==> src/sv/qrs_pkg.sv <==
// Shared constants, types and codes of the quadratic real-root solver.
package qrs_pkg;

  // Coefficient format: signed, eight fraction bits.
  localparam int COEF_BITS = 16;
  localparam int FRAC_BITS = 8;
  localparam int ROOT_BITS = 32;

  // Discriminant and square-root widths.
  localparam int D_BITS    = 2 * COEF_BITS + 2;
  localparam int RAD_BITS  = D_BITS + 2 * FRAC_BITS;
  localparam int SQ_BITS   = RAD_BITS / 2;
  localparam int NB_BITS   = COEF_BITS + FRAC_BITS + 1;
  localparam int SUM_BITS  = SQ_BITS + 2;

  // Divider widths.
  localparam int NUM_BITS  = SUM_BITS - 1 + FRAC_BITS;
  localparam int DEN_BITS  = COEF_BITS + 1;
  localparam int REM_BITS  = DEN_BITS + 1;
  localparam int QUO_BITS  = NUM_BITS;
  localparam int LANES     = 2;

  typedef logic signed [COEF_BITS-1:0] coef_t;
  typedef logic signed [ROOT_BITS-1:0] root_t;

  typedef enum logic [2:0] {
    KIND_NOT_EQ  = 3'd0,
    KIND_NO_ROOT = 3'd1,
    KIND_LINEAR  = 3'd2,
    KIND_DOUBLE  = 3'd3,
    KIND_TWO     = 3'd4
  } kind_e;

  // Side information carried alongside the square-root pipeline.
  typedef struct packed {
    kind_e                     kind;
    logic signed [NB_BITS-1:0] nb;
    coef_t                     a;
    coef_t                     b;
    coef_t                     c;
  } sq_side_t;

  // Side information carried alongside the divider pipeline.
  typedef struct packed {
    kind_e kind;
    logic  neg1;
    logic  neg2;
  } dv_side_t;

  // One finished result.
  typedef struct packed {
    kind_e kind;
    root_t r1;
    root_t r2;
    logic  sat;
  } res_t;

endpackage

==> src/sv/qrs_sqrt.sv <==
// Pipelined integer square root, one result bit per stage.
module qrs_sqrt (
  input  logic                         clk_i,
  input  logic                         rst_ni,
  input  logic                         en_i,
  input  logic                         valid_i,
  input  logic [qrs_pkg::RAD_BITS-1:0] rad_i,
  input  qrs_pkg::sq_side_t            side_i,
  output logic                         valid_o,
  output logic [qrs_pkg::SQ_BITS-1:0]  root_o,
  output qrs_pkg::sq_side_t            side_o
);
  import qrs_pkg::*;

  logic [SQ_BITS-1:0]  v_q;
  logic [RAD_BITS-1:0] rad_q  [SQ_BITS];
  logic [SUM_BITS-1:0] rem_q  [SQ_BITS];
  logic [SQ_BITS-1:0]  root_q [SQ_BITS];
  sq_side_t            side_q [SQ_BITS];

  logic [RAD_BITS-1:0] rad_d  [SQ_BITS];
  logic [SUM_BITS-1:0] rem_d  [SQ_BITS];
  logic [SQ_BITS-1:0]  root_d [SQ_BITS];

  // One digit step per stage: bring down two radicand bits and try a one.
  always_comb begin
    logic [RAD_BITS-1:0] s_rad;
    logic [SUM_BITS-1:0] s_rem, r2, tr;
    logic [SQ_BITS-1:0]  s_root;
    for (int k = 0; k < SQ_BITS; k++) begin
      if (k == 0) begin
        s_rad  = rad_i;
        s_rem  = '0;
        s_root = '0;
      end else begin
        s_rad  = rad_q[k-1];
        s_rem  = rem_q[k-1];
        s_root = root_q[k-1];
      end
      r2       = {s_rem[SQ_BITS-1:0], s_rad[RAD_BITS-1 -: 2]};
      tr       = {s_root, 2'b01};
      rad_d[k] = s_rad << 2;
      if (r2 >= tr) begin
        rem_d[k]  = r2 - tr;
        root_d[k] = {s_root[SQ_BITS-2:0], 1'b1};
      end else begin
        rem_d[k]  = r2;
        root_d[k] = {s_root[SQ_BITS-2:0], 1'b0};
      end
    end
  end

  // Valid bits travel with the data.
  always_ff @(posedge clk_i or negedge rst_ni) begin
    if (!rst_ni) begin
      v_q <= '0;
    end else if (en_i) begin
      v_q <= {v_q[SQ_BITS-2:0], valid_i};
    end
  end

  always_ff @(posedge clk_i) begin
    if (en_i) begin
      for (int k = 0; k < SQ_BITS; k++) begin
        rad_q[k]  <= rad_d[k];
        rem_q[k]  <= rem_d[k];
        root_q[k] <= root_d[k];
        side_q[k] <= (k == 0) ? side_i : side_q[k-1];
      end
    end
  end

  assign valid_o = v_q[SQ_BITS-1];
  assign root_o  = root_q[SQ_BITS-1];
  assign side_o  = side_q[SQ_BITS-1];

endmodule

==> config.mk <==
export PLATFORM = sky130hd
export DESIGN_NAME = qrs_sqrt
export DESIGN_NICKNAME = d
export VERILOG_FILES = /design/src/sv/qrs_pkg.sv /design/src/sv/qrs_sqrt.sv
export SDC_FILE = /design/constraint.sdc
export NUM_CORES = 2
export LEC_CHECK = 0
export ABC_AREA = 1
export BUFFER_PORTS_ARGS = -buffer_cell sky130_fd_sc_hd__buf_2
export CAP_MARGIN = 20
export CORE_MARGIN = 1.5
export CORE_UTILIZATION = 60
export DETAILED_ROUTE_END_ITERATION = 8
export PLACE_DENSITY = 0.76
export SYNTH_ARGS = -nofsm -noshare
export SYNTH_HDL_FRONTEND = slang
export SYNTH_MEMORY_MAX_BITS = 65536
export SYNTH_SLANG_ARGS = --single-unit
==> constraint.sdc <==
create_clock -name clk_i -period 6.63 [get_ports clk_i]
set_input_delay 1.326 -clock clk_i [delete_from_list [all_inputs] [get_ports clk_i]]
set_output_delay 1.326 -clock clk_i [all_outputs]
set_load 0.05 [all_outputs]
# Word level (Yosys, flattened, before mapping)
# Memories as Yosys holds them, arrays and structs flattened.
# Cells that the tools add are included.
[classes]
add_sub_neg = 25
order_cmp = 25
mux = 52
[op_table]
columns = ["cell", "count"]
rows = [
  ["27-bit 2-to-1 mux", 25],
  ["27-bit >= comparator", 24],
  ["27-bit subtractor", 24],
  ["1-bit 2-to-1 mux", 27],
  ["2-bit by 1-bit subtractor with 3-bit output (second input constant)", 1],
  ["2-bit by 1-bit >= comparator with 1-bit output (second input constant)", 1],
]
[totals]
reg_bits = 25
ram_bits = 4400
inputBits = 130
output_inout_bits = 102
elab_cells = 107
mem_count = 4
[memory_table]
columns = ["name", "depth", "word_bits", "rd", "rd_clocked_by_memory_dff", "wr", "line", "rtl"]
rows = [
  ["side_q", 25, 76, 25, 0, 25, "qrs_sqrt.sv:19", "sq_side_t side_q [SQ_BITS];"],
  ["rad_q", 25, 48, 24, 0, 25, "qrs_sqrt.sv:16", "logic [RAD_BITS-1:0] rad_q [SQ_BITS];"],
  ["rem_q", 25, 27, 24, 0, 25, "qrs_sqrt.sv:17", "logic [SUM_BITS-1:0] rem_q [SQ_BITS];"],
  ["root_q", 25, 25, 25, 0, 25, "qrs_sqrt.sv:18", "logic [SQ_BITS-1:0] root_q [SQ_BITS];"],
]

# Logic depth before layout (Yosys ltp)
# An unclocked memory read counts as a cell.
[depth]
word_depth = 3
depth_mapped = 16
ltp_nobuf = 15

# Worst setup path before layout
# No wires, ideal clock.
[synth_timing]
path_type = "register to register"
startpoint = "mem rem_q[0][0] (netlist bit)"
endpoint = "mem rem_q[0][44] (netlist bit), data pin"
setup_time_ns = 0.270
arrival_ns = 1.847
t_required_ns = 6.360
setup_slack_ns = 4.514
stages_incl_launch_ff = 10
path_buffers = 2
synth_period_minus_slack_ns = 2.116
cell_sequence = "edfxtp_1 -> ha_1 -> a21oi_1 -> nand2_1 -> nor2_1 -> ha_1 -> and2_1 -> clkbuf_1 -> clkbuf_1 -> o21ai_0"
[synth_lines]
columns = ["element", "line"]
rows = [
  ["from (decl)", "qrs_sqrt.sv:17"],
]

==> metrics <==
iteration-0 DRC count of the detailed router 6874; vias in the first global route 80633; Pins Over Slew Limit 0; chip width 485.7 um; CTS sink cnt 3417; nets@finish 12400; Slowest cell on crit path inv_1; Crit path largest cell delay 0.66 ns; clk_skew 0.08846 ns; TritonCTS Buffers 347; Final Cycle Share 51.26%; TNS Setup 0 ns; grt ovf 0; WP data required 7.29 ns; fmax 294.2 MHz; share of layout cells above drive strength 1 7.563%; post-route cell area 155800 um^2; Pleak 63.78 nW; worst slew pin tran 1.106 ns; Final Hold Vio Count 0; largest net degree at the start of global routing 210; Placed Instances 14613; post-synth top area share 72.86%; setup bufs post-CTS 0; port bufs 231; Vias 81765; Initial Util 60.24%; Die H 485.7 um; maxcap violations 0; worst setup path startpoint rem_q[1][193]$_DFFE_PP_; crit path kind reg2reg; maximum VDD drop 0.3289 mV; Post-DP Area 144800 um^2; status finished, final reports clean; DRC 0; Min Clock Period, post-route 3.399 ns; Hold Startpoint side_q[2][92]$_DFFE_PP_; FILL cells 16466; all-layer global routing usage 26.13%; EDFF count, synth 3392; TritonCTS clock tree built; syn nets 11853; Wirelength per Cell 20.30 um; DRT Wirelength 309000 um; RSZ-0062 raised after global routing no; largest area contributor in the netlist edfxtp_1; # hold bufs at CTS 0; Post-Syn Instances 11372; most frequent cell after synthesis edfxtp_1; post-route ant nets 0; worst-path fanout max 22; reg2reg start rem_q[1][193]$_DFFE_PP_; FP Rows 177; CP cell instances ha_1 > nand2_1 > nor2_1 > nand2_1 > nor2_1 > nand3_1 > nand2_1 > nor2_1 > nand2_1 > inv_1 > nand2_1 > nand2_1; post-synthesis async set-or-reset flop share 0.7316%; Setup crit start kind flip-flop; pre-CTS setup slack 3.002 ns; mean area per synthesized cell 12.29 um^2; relative slew slack 26.24%; Die Area 235900 um^2; fin util 67.11%; CP Data Arrival Time 4.06 ns; Worst Hold Class reg2reg; CTS root buffer clkbuf_16; dpl hpwl 203500 um; largest cells by area after synthesis edfxtp_1 (73%), nand2_1 (8.8%), inv_1 (4.5%), ha_1 (3.1%), nor2_1 (2.1%); GPL Wtd Cong 0.9472; Clock transition at path regs 0.07 ns; Yosys warning total 0; IO Pins 232; first-pass GRT wire length 470400 um; insertion delay of the later-clocked pin in the worst-skew pair 0.95 ns; Tot Pwr 52.51 mW; Finished Layout Cells 15223; post-route setup slack 3.231 ns; Syn Std Cell Area 139800 um^2; Unique masters post-synth 57; DR vias/cell 5.371; Seq cells post-synth 3417; Synth top cells by count edfxtp_1 (3392), nand2_1 (3265), inv_1 (1687); antenna violations before repair 5; post-CTS sizing 0; core area 232100 um^2; area growth from synthesis to layout 11.41%; CP dominant cell by count nand2_1; Seq/Total Area, Yosys 73.30%; clk buf depth 4; Primary FF master, synth edfxtp_1; # H-tree levels 5; Hold Slack 0.3438 ns; P per Cell Area 337.1 nW/um^2; Initial DRT Pass Iterations 8; crit end category flip-flop; endpoints failing setup 0
power by group:
part	leakage, nW	internal [mW]	total (mW)	switching (mW)
registers	33.2	25.9	27.0	1.09
logic	25.2	1.97	6.37	4.40
clock network	5.34	11.0	19.2	8.20
total	63.8	38.8	52.5	13.7
critical path, delay by kind of cell (launching register included):
| family | cells | cell delay, ns |
|---|---|---|
| AND/OR/NAND/NOR | 10 | 1.67 |
| buffers and inverters | 1 | 0.66 |
| adder cells (fa/ha/maj) | 1 | 0.38 |
| flip-flops | 1 | 0.42 |
metal layers:
metal / share of wire [%] / global-route usage [%]
met5: 0 / 0
met3: 4.6 / 2.993
met4: 3.8 / 9.607
met1: 42 / 34.79
met2: 50 / 44.57
final timing paths:
kind / slack, ns / cells after the start / end
worst max-delay path: 3.23 / 12 / rem_q[2][17]$_DFFE_PP_
min in group asynchronous: 0.36 / 1 / v_q[24]$_DFFE_PN0P_
max in group asynchronous: 5.86 / 1 / v_q[8]$_DFFE_PN0P_
worst min register to register: 0.34 / 0 / side_q[2][168]$_DFFE_PP_
worst min-delay path: 0.34 / 0 / side_q[2][168]$_DFFE_PP_
worst max register to register: 3.23 / 12 / rem_q[2][17]$_DFFE_PP_
layout make-up:
type	count	area [um^2]	area share, %
sequential	3417	102500	65.80
multi-input combinational	6170	30270	19.43
clock buffer	415	9074	5.826
inverter	1700	6386	4.100
tap	3043	3807	2.444
clock inverter	193	1922	1.234
timing repair buffer	283	1810	1.162
antenna	2	5.005	0.003213
cells by family (layout without fill, tap and decap cells):
group | Yosys count | after routing | synth area share, %
AO/OA/AOI/OAI | 575 | 575 | 2.233
buffers and inverters | 1785 | 2591 | 5.044
multiplexers | 1 | 1 | 0.008054
flip-flops | 3417 | 3417 | 73.30
adder cells (fa/ha/maj) | 351 | 351 | 3.141
AND/OR/NAND/NOR | 5026 | 5026 | 14.91
other | 1 | 3 | 0.002682
XOR/XNOR | 216 | 216 | 1.353
cells in the final DEF (no fill, tap or decap), drive strengths merged, types with 3 or more instances in the layout:
cell type	synthesis	final
a21boi	6	6
o21a	3	3
xnor2	67	67
inv	1700	1711
and2	15	15
o21ai	201	201
nand2	3282	3282
clkinvlp	0	20
o211ai	4	4
clkinv	0	131
clkbuf	10	415
o21bai	10	10
buf	75	283
or2	22	22
nor3b	6	6
a21oi	345	345
and3	3	3
nand4	187	187
xor2	149	149
dfrtp	25	25
nor3	63	63
bufinv	0	31
nand3b	81	81
edfxtp	3392	3392
nor4	7	7
nor2	826	826
ha	351	351
nand3	532	532
sequential cells by signal (all words and copies together), names as in the netlist:
name and cells:
rad_q 600, rem_q 567, root_q 325, side_q 1900, v_q 25
Note: power is estimated with default switching activity, not from simulation.
