$ cat src/sv/qrs_pkg.sv
// Shared constants, types and codes of the quadratic real-root solver.
package qrs_pkg;

  // Coefficient format: signed, eight fraction bits.
  localparam int COEF_BITS = 16;
  localparam int FRAC_BITS = 8;
  localparam int ROOT_BITS = 32;

  // Discriminant and square-root widths.
  localparam int D_BITS    = 2 * COEF_BITS + 2;
  localparam int RAD_BITS  = D_BITS + 2 * FRAC_BITS;
  localparam int SQ_BITS   = RAD_BITS / 2;
  localparam int NB_BITS   = COEF_BITS + FRAC_BITS + 1;
  localparam int SUM_BITS  = SQ_BITS + 2;

  // Divider widths.
  localparam int NUM_BITS  = SUM_BITS - 1 + FRAC_BITS;
  localparam int DEN_BITS  = COEF_BITS + 1;
  localparam int REM_BITS  = DEN_BITS + 1;
  localparam int QUO_BITS  = NUM_BITS;
  localparam int LANES     = 2;

  typedef logic signed [COEF_BITS-1:0] coef_t;
  typedef logic signed [ROOT_BITS-1:0] root_t;

  typedef enum logic [2:0] {
    KIND_NOT_EQ  = 3'd0,
    KIND_NO_ROOT = 3'd1,
    KIND_LINEAR  = 3'd2,
    KIND_DOUBLE  = 3'd3,
    KIND_TWO     = 3'd4
  } kind_e;

  // Side information carried alongside the square-root pipeline.
  typedef struct packed {
    kind_e                     kind;
    logic signed [NB_BITS-1:0] nb;
    coef_t                     a;
    coef_t                     b;
    coef_t                     c;
  } sq_side_t;

  // Side information carried alongside the divider pipeline.
  typedef struct packed {
    kind_e kind;
    logic  neg1;
    logic  neg2;
  } dv_side_t;

  // One finished result.
  typedef struct packed {
    kind_e kind;
    root_t r1;
    root_t r2;
    logic  sat;
  } res_t;

endpackage

$ cat src/sv/qrs_front.sv
// Front end: products, exact discriminant and classification in two stages.
module qrs_front (
  input  logic                         clk_i,
  input  logic                         rst_ni,
  input  logic                         en_i,
  input  logic                         valid_i,
  input  qrs_pkg::coef_t               a_i,
  input  qrs_pkg::coef_t               b_i,
  input  qrs_pkg::coef_t               c_i,
  output logic                         valid_o,
  output logic [qrs_pkg::RAD_BITS-1:0] rad_o,
  output qrs_pkg::sq_side_t            side_o
);
  import qrs_pkg::*;

  logic                   v1_q;
  coef_t                  a1_q, b1_q, c1_q;
  logic [2*COEF_BITS-1:0] bb1_q, ac1_q, bb1_d, ac1_d;
  logic [COEF_BITS-1:0]   ua, ub, uc;

  logic                   v2_q;
  logic [RAD_BITS-1:0]    rad2_q, rad2_d;
  sq_side_t               side2_q, side2_d;

  logic [D_BITS-1:0]      bb, ac4, d;
  logic                   ac_neg, d_neg;
  logic signed [NB_BITS-1:0] bx;

  // Magnitudes and the two unsigned products.
  always_comb begin
    ua    = a_i[COEF_BITS-1] ? COEF_BITS'(-a_i) : COEF_BITS'(a_i);
    ub    = b_i[COEF_BITS-1] ? COEF_BITS'(-b_i) : COEF_BITS'(b_i);
    uc    = c_i[COEF_BITS-1] ? COEF_BITS'(-c_i) : COEF_BITS'(c_i);
    bb1_d = (2*COEF_BITS)'(ub) * (2*COEF_BITS)'(ub);
    ac1_d = (2*COEF_BITS)'(ua) * (2*COEF_BITS)'(uc);
  end

  // Discriminant, its sign, and the kind of equation.
  always_comb begin
    bb     = D_BITS'(bb1_q);
    ac4    = {ac1_q, 2'b00};
    ac_neg = a1_q[COEF_BITS-1] ^ c1_q[COEF_BITS-1];
    d_neg  = 1'b0;
    if (c1_q == '0 || ac_neg) begin
      d = bb + ac4;
    end else if (bb >= ac4) begin
      d = bb - ac4;
    end else begin
      d     = bb;
      d_neg = 1'b1;
    end

    if (a1_q == '0 && b1_q == '0 && c1_q == '0) begin
      side2_d.kind = KIND_NOT_EQ;
    end else if (a1_q == '0) begin
      side2_d.kind = (b1_q == '0) ? KIND_NO_ROOT : KIND_LINEAR;
    end else if (d_neg) begin
      side2_d.kind = KIND_NO_ROOT;
    end else if (d == '0) begin
      side2_d.kind = KIND_DOUBLE;
    end else begin
      side2_d.kind = KIND_TWO;
    end

    bx         = NB_BITS'(b1_q);
    side2_d.nb = -(bx <<< FRAC_BITS);
    side2_d.a  = a1_q;
    side2_d.b  = b1_q;
    side2_d.c  = c1_q;
    rad2_d     = (side2_d.kind == KIND_TWO) ? {d, {(2*FRAC_BITS){1'b0}}} : '0;
  end

  // Valid bits of both stages.
  always_ff @(posedge clk_i or negedge rst_ni) begin
    if (!rst_ni) begin
      v1_q <= 1'b0;
      v2_q <= 1'b0;
    end else if (en_i) begin
      v1_q <= valid_i;
      v2_q <= v1_q;
    end
  end

  // Stage payloads.
  always_ff @(posedge clk_i) begin
    if (en_i) begin
      a1_q    <= a_i;
      b1_q    <= b_i;
      c1_q    <= c_i;
      bb1_q   <= bb1_d;
      ac1_q   <= ac1_d;
      rad2_q  <= rad2_d;
      side2_q <= side2_d;
    end
  end

  assign valid_o = v2_q;
  assign rad_o   = rad2_q;
  assign side_o  = side2_q;

endmodule

$ cat config.mk
export PLATFORM = sky130hd
export DESIGN_NAME = qrs_front
export DESIGN_NICKNAME = d
export VERILOG_FILES = /design/src/sv/qrs_pkg.sv /design/src/sv/qrs_front.sv
export SDC_FILE = /design/constraint.sdc
export NUM_CORES = 1
export LEC_CHECK = 0
export ABC_AREA = 1
export BUFFER_PORTS_ARGS = -buffer_cell sky130_fd_sc_hd__buf_2
export CAP_MARGIN = 30
export CORE_MARGIN = 3
export CORE_UTILIZATION = 55
export DETAILED_ROUTE_END_ITERATION = 6
export GPL_TIMING_DRIVEN = 0
export PLACE_DENSITY = 0.76
export SYNTH_ARGS = -nofsm -noshare
export SYNTH_HDL_FRONTEND = slang
export SYNTH_SLANG_ARGS = --single-unit
$ cat constraint.sdc
create_clock -name clk_i -period 2.97 [get_ports clk_i]
set_clock_uncertainty 0.05 [all_clocks]
set_input_delay 0.594 -clock clk_i [delete_from_list [all_inputs] [get_ports clk_i]]
set_output_delay 0.594 -clock clk_i [all_outputs]
set_load 0.005 [all_outputs]
# Yosys cells after proc, flatten, opt, wreduce, memory -nomap -nowiden
# Cells that the tools add are included.
# word_totals
regBits	240
output_inout_bits	127
word_cells	44
# classes
n_addsub	6
n_mul	2
order_cmp	1
eq_ne	1
muxes	12
bitwise_logic	1
n_reduce_logical	7
# op_table
operator	count
$mux W34	2
$mul A16 B16 Y32	2
$logic_not A16 Y1	3
$mux W16	3
$neg A16 Y16	3
$add A32 B34 Y34	1
$ge A32 B34 Y1	1
$logic_not A34 Y1	1
$sub A32 B34 Y34	1
$neg A24 Y25	1
$mux W3	4
$eq A3 B3 Y1 const B	1
$logic_and A1 B1 Y1	2
$mux W1	2
$mux W2	1
$logic_or A1 B1 Y1	1
$xor A1 B1 Y1	1

# Logic depth before layout (Yosys ltp)
# depth
word_depth	9
depth_mapped	37
depth_no_buf	36

# Worst setup path before layout
# OpenSTA, ideal clock, no wires.
# synth_path
path_type	input-to-reg
startpoint	in b_i[0]
endpoint	reg bb1_q[31] (data pin)
setup_ns	0.265
arrival_ns	7.182
required_time_ns	2.655
slack_ns	-4.527
cell_stages	33
path_cell_list	clkinv_1 clkbuf_1 ha_1 inv_1 nor2_1 inv_1 nor3_1 nand2_1 inv_1 nor2_1 xor2_1 inv_1 nor2_1 fa_1 fa_1 inv_1 fa_1 inv_1 fa_1 fa_1 inv_1 fa_1 inv_1 ha_1 nand2_1 nor4_1 nand4_1 nand3_1 nand2_1 o211ai_1 a31oi_1 o21ai_0 xor2_1
# synth_via
elab_chain_len	3
# synth_lines
element	line	text
start, declared	qrs_front.sv:8	input qrs_pkg::coef_t b_i,
$neg A16 Y16	qrs_front.sv:32	ub = b_i[COEF_BITS-1] ? COEF_BITS'(-b_i) : COEF_BITS'(b_i);
$mux W16 (*)	qrs_front.sv:32	
$mul A16 B16 Y32 (*)	qrs_front.sv:34	bb1_d = (2*COEF_BITS)'(ub) * (2*COEF_BITS)'(ub);
net bb1_d[31]	qrs_front.sv:18	logic [2*COEF_BITS-1:0] bb1_q, ac1_q, bb1_d, ac1_d;
end signal, assigned	qrs_front.sv:90	bb1_q <= bb1_d;
end, declared	qrs_front.sv:18	
# Mark *: on every way through the listed nets, which the timed path passes. The rest lies on a longest branch.
# A chain may end at the register's enable or synchronous reset.

# Worst setup path after layout
# layout_path
startpoint	in b_i[0]
endpoint	reg bb1_q[29] (data pin)
# Same word-level chain as after synthesis.

==> summary.txt <==
Final layout
  – Layout cell share with drive strength beyond 1: 23.7%
  – Synth-to-layout area growth: 25.1%
  – Ant diodes: 0
  – Final Util: 69.8%
  – Final non-filler cell total: about 4600
  – Layout Nets: 4599
  – Fill count: just under 4000

Global routing
  – Initial antenna violation count: 0
  – Vias in the first global route: 25200
  – Largest net degree at the start of global routing: 129
  – GRT Util Overall: a little under a third
  – Total gr overflow: 0
  – First-pass GRT wire length: ~140 mm

Synthesis
  – Most area-consuming cells after synthesis: fa_1 (25%), edfxtp_1 (22%), ha_1 (11%)
  – Number of synthesized flops with an enable pin: 210
  – Leading cell types by count after synthesis: inv_1 (798), nand2_1 (729), nor2_1 (392)
  – Synthesized flop and latch total: 212
  – Ys flop type: edfxtp_1
  – Top cell type by total area after synthesis: fa_1
  – Synthesized area: 0.0287 mm^2
  – Synth cell types: 54
  – Warnings, synthesis: 0
  – Post-Synthesis Cells: 3538
  – Most frequent cell after synthesis: inv_1
  – Post-Syn Area per Cell: around 8.1 um^2
  – Area share of the largest cell type after synthesis: 25.0%
  – Post-synth ARST share: less than 1%
  – Seq/Total Area, Yosys: 22.1%

STA
  – Post-route setup slack: -3.96 ns
  – Max Fclk: around 0.14 GHz
  – Final Hold Viols: 0
  – Final setup fails: 93
  – Slew margin rel.: around half
  – RSZ-0062 raised after global routing: yes
  – Final worst path period share: 233%
  – Setup TNS: -209.85 ns
  – Worst Hold Slack: 0.193 ns
  – Min Tclk post-route: 6.93 ns
  – Max-slew violation count: 0
  – Tightest Pin Transition: ~0.76 ns

Worst setup path
  – Worst Path Required: 3.22 ns
  – CP Buf/Inv Count: 12
  – Crit-path most repeated cell: fa_1
  – R2R setup slack: -0.99 ns
  – Crit-path max cell delay: 0.57 ns
  – Worst setup SP type: primary input
  – Setup CP Type: primary input to flip-flop
  – Register-to-Register Path Depth: 20
  – Critical Path Sink Type: flip-flop
  – Arrival time worst endpoint: 7.18 ns
  – Reg2reg start: ac1_q[26]
  – Reg2reg end: rad_o[21]
  – Largest delay share family, worst path: adder cells
  – Crit-path max FO: 9
  – Slowest stage cell, crit path: fa_1

Die
  – Die span in y: approximately 230 um
  – # IOs: 179
  – Core Footprint: 0.0515 mm^2
  – Core Rows: 83
  – Die Width: 235 um
  – Initial core utilization: 55.8%
  – DIE AREA: roughly 0.055 mm^2

Detailed routing
  – Vias post-DR: 25300
  – DRC: 0
  – DRT Pass-1 Iters: 6
  – Final wirelength: around 90 mm
  – DR vias/cell: 5.47
  – DR WL/cell: about 19 um
  – ANT nets after route: 0
  – Initial DRC count: 2331

Min path
  – Hold Crit Class: primary input to flip-flop
  – Hold path start: c_i[2]
  – Hold path cells: 1
  – Hold Path End: c1_q[2]

Place
  – Port Buf Inserts: roughly 150
  – Detailed placement HPWL: ~68 mm
  – Placed cells: 4406
  – RD Place Congestion: 1.02

Clock network
  – Clock tree sinks: about 210
  – TritonCTS clock tree: done
  – Root Driver: clkbuf_16
  – Num CTS Buffers: 25
  – Worst-path clk slew: 0.07 ns
  – H-tree level count: 1
  – Worst-Skew Late Latency: about 0.56 ns
  – Max clock buf depth: 3

Outcome
  – Failing checks: negative setup slack
  – Run status: complete, but fails checks

Flow run
  – Max-Cap Viols: 0
## metal layers
metal	vias to the layer above	track usage, %	wire length (um)
li1	11600	-	-
met3	200	6.29	9020
met2	1256	49.2	41200
met4	0	9.57	3320
met5	-	0	0
met1	12200	44.0	36100
## final cells by class
cell class              count  area (um^2)  area share [%]
plain buffers              92          822            2.29
clock buffers              29          641            1.78
clock inverters            14          108           0.299
inverters                 812         3200            8.89
multi-input cells        2455        21600            60.0
flip-flops and latches    212         6360            17.7
well taps                 680          851            2.37
repair buffers            326         2390            6.66
## per-stage QoR
step	cell area, um^2	setup WS (ns)
4_1_cts	35000	-3.89
5_1_grt	36000	-4.23
2_1_floorplan	30100	-3.76
3_3_place_gp	31800	-5.28
6_report	36000	-3.96
3_5_place_dp	31800	-5.31
## cell families after synthesis
| logic type | count (synthesis) | share of synthesized area (%) |
|---|---|---|
| simple gates | 1419 | 20.5 |
| buf+inv | 905 | 12.4 |
| fa+ha+maj | 623 | 36.5 |
| compound gates | 267 | 5.12 |
| flops | 212 | 22.1 |
| xor+xnor | 110 | 3.35 |
| other cells | 2 | 0.0261 |
## state kept, by name (all words and copies together), names as in the netlist
register / flops
side_o: 67
rad_o: 33
ac1_q: 32
bb1_q: 30
a1_q: 16
b1_q: 16
c1_q: 16
v1_q: 1
valid_o: 1
## cell usage in the layout (no fill, tap or decap), types with 11 or more instances in the layout
| master | netlist | routed |
|---|---|---|
| fa_2 | 0 | 22 |
| nand3_2 | 1 | 14 |
| nand2_4 | 2 | 38 |
| o21bai_1 | 12 | 11 |
| a21oi_4 | 1 | 23 |
| o21ai_2 | 0 | 19 |
| buf_2 | 14 | 158 |
| clkbuf_16 | 0 | 32 |
| buf_4 | 32 | 166 |
| nand2_2 | 7 | 49 |
| a21oi_2 | 0 | 20 |
| buf_8 | 1 | 11 |
| nor2_1 | 392 | 336 |
| o21ai_0 | 85 | 52 |
| ha_1 | 264 | 212 |
| conb_1 | 2 | 36 |
| nand2_1 | 729 | 647 |
| nor3_4 | 0 | 12 |
| nand4_1 | 39 | 39 |
| a21oi_1 | 126 | 84 |
| clkbuf_1 | 41 | 11 |
| edfxtp_1 | 210 | 210 |
| inv_1 | 798 | 715 |
| clkbuf_2 | 0 | 11 |
| fa_1 | 359 | 337 |
| nor2_2 | 15 | 44 |
| nor2_4 | 1 | 28 |
| buf_6 | 3 | 34 |
| inv_2 | 3 | 71 |
| nor3_1 | 38 | 20 |
| xor2_1 | 80 | 62 |
| xnor2_1 | 30 | 24 |
| ha_4 | 0 | 47 |
| nand3_1 | 150 | 135 |
## worst max-delay path by stage
stage	start	to	slack [ns]	cells past startpoint
4_1_cts	c_i[0]	ac1_q[31]	-3.89	32
3_5_place_dp	a_i[0]	ac1_q[31]	-5.31	30
6_report	b_i[0]	bb1_q[29]	-3.96	33
5_1_grt	a_i[15]	ac1_q[31]	-4.23	26
2_1_floorplan	b_i[0]	bb1_q[29]	-3.76	34
3_3_place_gp	a_i[0]	ac1_q[31]	-5.28	30
## timing repair
action                                  in CTS  in global routing
hold buffers                                 1                  0
pin swaps                                  117                118
endpoints found under the setup margin      93                 93
endpoints found under the hold margin        2                  0
gates resized for setup                    312                183
buffers inserted                           128                 47
Power is left out: the tool's default activity adds up to more than one toggle a clock period on the data nets, which glitch-free logic cannot reach.
